<file path="src/pli_pkg.sv">
package pli_pkg;

  localparam int MAX_POINTS = 64;
  localparam int ADDR_W     = $clog2(MAX_POINTS);
  localparam int CNT_W      = $clog2(MAX_POINTS + 1);

  localparam int VAL_W      = 32;
  localparam int IDX_W      = 6;
  localparam int IN_DATA_W  = 72;
  localparam int OUT_DATA_W = 32;

  localparam logic CMD_LOAD  = 1'b0;
  localparam logic CMD_QUERY = 1'b1;

  typedef enum logic [1:0] {
    ST_OK           = 2'd0,
    ST_FEW_POINTS   = 2'd1,
    ST_NOT_INCR     = 2'd2,
    ST_OUT_OF_RANGE = 2'd3
  } status_t;

  // One table entry: known function value above known x.
  typedef struct packed {
    logic signed [VAL_W-1:0] f;
    logic signed [VAL_W-1:0] x;
  } point_t;

endpackage

</file>
<file path="src/pli_div.sv">
module pli_div
  import pli_pkg::*;
(
  input  logic                    clk,
  input  logic                    rst,
  input  logic                    start,
  input  logic signed [63:0]      num,
  input  logic [VAL_W-1:0]        den,
  output logic                    done,
  output logic signed [VAL_W-1:0] quot
);

  // Restoring divide of |num| by den, one quotient bit per cycle. The
  // quotient is known to fit 32 bits, so the upper half of |num| is
  // already below den and serves as the starting remainder.
  logic              busy;
  logic              post;
  logic              neg;
  logic [4:0]        cnt;
  logic [VAL_W-1:0]  rem;
  logic [VAL_W-1:0]  quo;
  logic [VAL_W-1:0]  dvs;
  logic [63:0]       mag;
  logic [VAL_W:0]    rem_sh;
  logic [VAL_W:0]    rem_sub;
  logic              take;

  assign mag     = num[63] ? 64'(-num) : 64'(num);
  assign rem_sh  = {rem, quo[VAL_W-1]};
  assign rem_sub = rem_sh - {1'b0, dvs};
  assign take    = rem_sh >= {1'b0, dvs};

  always_ff @(posedge clk) begin
    if (rst) begin
      busy <= 1'b0;
      post <= 1'b0;
      done <= 1'b0;
      cnt  <= '0;
    end else begin
      done <= 1'b0;
      if (start) begin
        busy <= 1'b1;
        cnt  <= '0;
        neg  <= num[63];
        rem  <= mag[63:32];
        quo  <= mag[31:0];
        dvs  <= den;
      end else if (busy) begin
        rem <= take ? rem_sub[VAL_W-1:0] : rem_sh[VAL_W-1:0];
        quo <= {quo[VAL_W-2:0], take};
        cnt <= cnt + 5'd1;
        if (cnt == 5'd31) begin
          busy <= 1'b0;
          post <= 1'b1;
        end
      end else if (post) begin
        post <= 1'b0;
        done <= 1'b1;
        quot <= neg ? -$signed(quo) : $signed(quo);
      end
    end
  end

endmodule

</file>
<file path="config.mk">
export PLATFORM = sky130hd
export DESIGN_NAME = pli_div
export DESIGN_NICKNAME = d
export VERILOG_FILES = /design/src/pli_pkg.sv /design/src/pli_div.sv
export SDC_FILE = /design/constraint.sdc
export NUM_CORES = 1
export LEC_CHECK = 0
export BUFFER_PORTS_ARGS = -buffer_cell sky130_fd_sc_hd__clkbuf_2
export CAP_MARGIN = 20
export CORE_MARGIN = 3
export CORE_UTILIZATION = 62
export DETAILED_ROUTE_END_ITERATION = 12
export GPL_TIMING_DRIVEN = 0
export MAX_ROUTING_LAYER = met4
export PLACE_DENSITY = 0.93
export SYNTH_ARGS = -nofsm -noshare
export SYNTH_HDL_FRONTEND = slang
export SYNTH_SLANG_ARGS = --single-unit
export TNS_END_PERCENT = 50
</file>
<file path="constraint.sdc">
create_clock -name clk -period 11.9 [get_ports clk]
set_clock_uncertainty 0.15 [all_clocks]
set_input_delay 1.19 -clock clk [delete_from_list [all_inputs] [get_ports clk]]
set_output_delay 1.19 -clock clk [all_outputs]
set_load 0.03 [all_outputs]
</file>
# Word level (Yosys, flattened, before mapping)
# Index checks and enable logic that the tools add are counted.
# op_classes
addsub	4
magnitude_cmp	1
eq_ne	2
n_mux	13
bitwise_logic	3
n_reduce_logical	7
# ops
op	count
$mux 32	6
$mux 64	1
$neg 64->64	1
$ge 33x32->1	1
$neg 32->32	1
$sub 32x32->32	1
$mux 1	6
$reduce_and 2->1	3
$add 5x1->5 const B	1
$eq 5x5->1 const B	1
$reduce_and 4->1	1
$not 1->1	3
$reduce_or 3->1	1
$ne 2x1->1 const B	1
$reduce_bool 2->1	1
$reduce_or 2->1	1
# totals
regBits	137
input_bits	99
output_inout_bits	33
wordCells	39

# Depth between registers and ports, before layout
# logic_depth
word_depth	4
depth_mapped	13
mapped_depth_nobuf	12

# Least setup slack after synthesis
# OpenSTA, ideal clock, no wires.
# synth_path
path_kind	input-to-reg
startpoint	in start
endpoint	reg quot[0] (enable)
arrival_ps	4205
required_ps	11282
slack_ps	7077
stages	4
path_cell_list	clkbuf_1 -> or2_2 -> clkbuf_1 -> nor3b_1
# synth_between
elab_chain_cells	2
# synth_lines
item	line_no	source
start: declaration	pli_div.sv:6	input logic start,
$not 1->1 (no line)	--	
$reduce_and 4->1 (no line)	--	
end signal: assignment	pli_div.sv:59	quot <= neg ? -$signed(quo) : $signed(quo);
end: declaration	pli_div.sv:10	output logic signed [VAL_W-1:0] quot
# Every way passes these cells.
# A chain may end at the register's enable or synchronous reset.

# Worst setup path after layout
# layout_path
startpoint	reg quo[31]
endpoint	reg rem[30] (data pin)
# layout_between
elab_chain_cells	4
word_cells_on_any_way	5
cone_classes	add/sub (1); order compare (1); mux (3)
# layout_lines
item	line_no	source
start: declaration	pli_div.sv:21	logic [VAL_W-1:0] quo;
start signal: assignment	pli_div.sv:46	quo <= mag[31:0];
start signal: assignment	pli_div.sv:50	quo <= {quo[VAL_W-2:0], take};
$sub 32x32->32 or $ge 33x32->1 (tied branches)	pli_div.sv:30, pli_div.sv:31	
$mux 32 (*)	pli_div.sv:49	rem <= take ? rem_sub[VAL_W-1:0] : rem_sh[VAL_W-1:0];
$mux 32 (*)	pli_div.sv:48	end else if (busy) begin
$mux 32 (*)	pli_div.sv:41	if (start) begin
end signal: assignment	pli_div.sv:45	rem <= mag[63:32];
end signal: assignment	pli_div.sv:49	
end: declaration	pli_div.sv:20	logic [VAL_W-1:0] rem;
# Mark *: on every way between the ends. The rest lies on a longest branch, timed or not. The select of a mux whose other input is x is not followed.

==> impl_metrics.ini <==
[status]
status = finished clean

[run]
max_cap_violations = 0

[grt]
grt_pass1_wl_um = 42100
grt_max_degree = 47
grt_use_total = 0.339
grt_pass1_vias = 8227
grt-ovfl-total = 0
antenna_found_initial = 0

[yosys]
synthTopCellsByArea = edfxtp_1 (42%), xnor2_1 (5.9%), ha_1 (4.8%)
syn_area_mm2 = 0.00931
avgSynthCellArea_um2 = 9.66
synth_warnings = 0
synth-async-reset-ratio = 0
ys_seq_area_frac = 0.433
synth_largest_area_cell = edfxtp_1
synth_flop_cell = edfxtp_1
synthCells = 964
synth_seq_cells = 137
synth_edf_count = 129
yosysUniqueCellTypes = 67
synth_nets = 1100
synth.top_cell.area_share = 0.416

[timing]
final-setup-viol-count = 0
timing.hold.ws_ns = 0.348
final_hold_viol_count = 0
tns_ns = 0
drv_slew = 0
maxSlewHeadroom = 0.302
max_freq_mhz = 223
rsz0062_at_grt = false
worstMarginPinSlew_ns = 1.04
fin_crit_ns = 4.49
fin_crit_sh = 0.377

[setup_path]
cp-end-kind = flop
path_max_fanout = 6
worstSetupPathType = reg -> reg
r2r_slack_ns = 7.41
timing.rr.end = rem[30]
critPathArrivalTime_ns = 4.53
startpoint_type = flop
reg2reg_depth = 12
r2r_start = quo[31]
worstPathRequired_ns = 11.94

[place]
io_buffers = 130
hpwl_um = 19900
gp_congestion = 0.999
dpl.cell_count = 1282

[routing]
drc = 0
drt_iter0_drc = 1132
drtAntennaViolNets = 0
vias = 8587
first_pass_iters = 6
drt-vias-per-instance = 6.54
drt-total-wl_um = 27100
drt-wirelength-per-cell_um = 20.6

[floorplanning]
die_area_mm2 = 0.0165
std_cell_rows = 44
coreArea_mm2 = 0.0146
top_level_ports = 132
die_h_um = 129
initial_utilization = 0.638
die_x_um = 129

[final_layout]
multiInputGateArea_mm2 = 0.00490
utilization = 0.746
area_growth_pct = 17.0
seq_area_mm2 = 0.00403
nets = 1253
nFillCells = 978
diodes = 0
fin_cells = 1313
drive_gt1_frac = 0.180

[cts]
cts_hold_buf = 0
cts_sinks = 137
clk_latency_ns = 0.44
cts_buffers = 17
postCtsSetupBuffers = 0
clk_pin_slew_ns = 0.07
cts_tree = built
cts_buffer_depth = 2
cts-resized-gates = 0
htree_levels = 4
cts-root-buf = clkbuf_16

[hold_path]
min_to = done
hp-class = reg -> reg
hold_start = post
min_path_cells = 1

[power]
p_per_area_mw_per_mm2 = 143
power_leakage_uw = 0.00425
vdd_drop_max_uv = 98.9
## cells in the final DEF, fill, tap and decap left out, drive strengths merged, types with 5 or more instances in the layout
master  synthesis  layout
a211oi          5       5
a21o            7       7
a21oi          72      72
a22oi           6       6
a311o           6       6
a31oi           7       7
buf             9      13
clkbuf         36     184
dfxtp           8       8
edfxtp        129     129
ha             36      36
inv            53      56
mux2i          21      21
nand2          86      86
nand2b         12      12
nand3          16      16
nand4          11      11
nor2           78      78
nor2b          10      10
nor3           16      16
nor4           16      16
o21ai          69      69
o31ai          26      26
o41ai          22      22
or2            12      12
or3            17      17
or4            16      16
xnor2          63      63
xor2           51      51
## worst max path at each step
| stage | from | to | slack (ns) | cells past startpoint |
|---|---|---|---|---|
| after floorplan | start | quot[0] | 7.08 | 4 |
| after global placement | start | quot[14] | 6.54 | 4 |
| after detailed placement | quo[31] | rem[30] | 7.71 | 12 |
| after CTS | quo[31] | rem[30] | 7.58 | 12 |
| after global routing | quo[31] | rem[30] | 7.26 | 12 |
| final | quo[31] | rem[30] | 7.41 | 12 |
## where the power goes
group | leakage [µW] | internal, µW | switching (µW)
sequential | 0.00127 | 572 | 25.1
clock | 0.000290 | 351 | 218
combinational | 0.00270 | 150 | 238
## cells by family (layout without fill, tap and decap cells)
group,after synthesis,count (layout),synth area share
muxes,22,22,0.0238
and+or+nand+nor,303,303,0.166
adders and majority gates,37,37,0.0505
buffers and inverters,99,264,0.0414
AOI/OAI and AO/OA,252,252,0.178
DFF,137,137,0.433
xor gates and xnor gates,114,114,0.107
## sequential cells by signal, indices dropped and copies added (netlist names)
register,count
cnt,5
rem,32
post,1
busy,1
quot,32
quo,32
neg,1
dvs,32
done,1
## final cells by class
type,count,area share
multi-input combinational,728,0.450
buffer,45,0.0168
clock buffer,18,0.0394
timing repair buffer,134,0.0655
inverter,54,0.0186
clock inverter,13,0.0178
sequential,137,0.370
tap,184,0.0211
## synth_stat cells, types with 3 or more instances
| cell type | count |
|---|---|
| a21o_1 | 7 |
| or4_1 | 14 |
| o211a_1 | 3 |
| o41ai_1 | 16 |
| o211ai_1 | 4 |
| nand3_1 | 16 |
| buf_1 | 3 |
| a211oi_1 | 5 |
| and3_1 | 4 |
| nand2b_1 | 12 |
| o21ai_0 | 50 |
| xnor2_1 | 63 |
| nand2_1 | 86 |
| mux2i_1 | 21 |
| dfxtp_1 | 8 |
| buf_2 | 5 |
| a311o_1 | 6 |
| a22oi_1 | 6 |
| nor2b_1 | 10 |
| nor4_2 | 3 |
| inv_1 | 53 |
| edfxtp_1 | 129 |
| nor3_1 | 15 |
| a31oi_1 | 7 |
| nor4_1 | 11 |
| ha_1 | 36 |
| o21bai_1 | 4 |
| or2_2 | 11 |
| o41ai_2 | 5 |
| o21ai_1 | 19 |
| nand3b_1 | 3 |
| clkbuf_1 | 36 |
| nor2_1 | 78 |
| nand4_1 | 10 |
| or3_1 | 17 |
| a21oi_1 | 72 |
| o31ai_1 | 26 |
| xor2_1 | 51 |
## critical path, stage by stage (launching register included)
cell	delay [ns]
edfxtp_1	0.47
inv_1	0.12
ha_1	0.17
inv_1	0.06
fa_1	0.40
a21oi_1	0.27
o21ai_0	0.21
o21ai_0	0.42
nand4_1	0.26
a2111oi_1	0.95
or3_1	0.23
a311oi_1	0.14
a311o_1	0.37
## routing by layer
layer	track usage	vias to the layer above	wire [µm]
met4	0.154	0	1130
met5	-	-	0
met2	0.536	642	12600
met1	0.420	3959	10100
met3	0.0718	109	3250
li1	-	3877	-
## through the flow
stage | power [µW] | setup WS (ns) | instance area, µm²
floorplan | 864 | 7.08 | 9310
global placement | 963 | 6.54 | 10200
detailed placement | 977 | 7.71 | 10300
CTS | 1540 | 7.58 | 10900
global route | 1610 | 7.26 | 10900
finish | 1560 | 7.41 | 10900
Power figures use the tool's default switching activity.
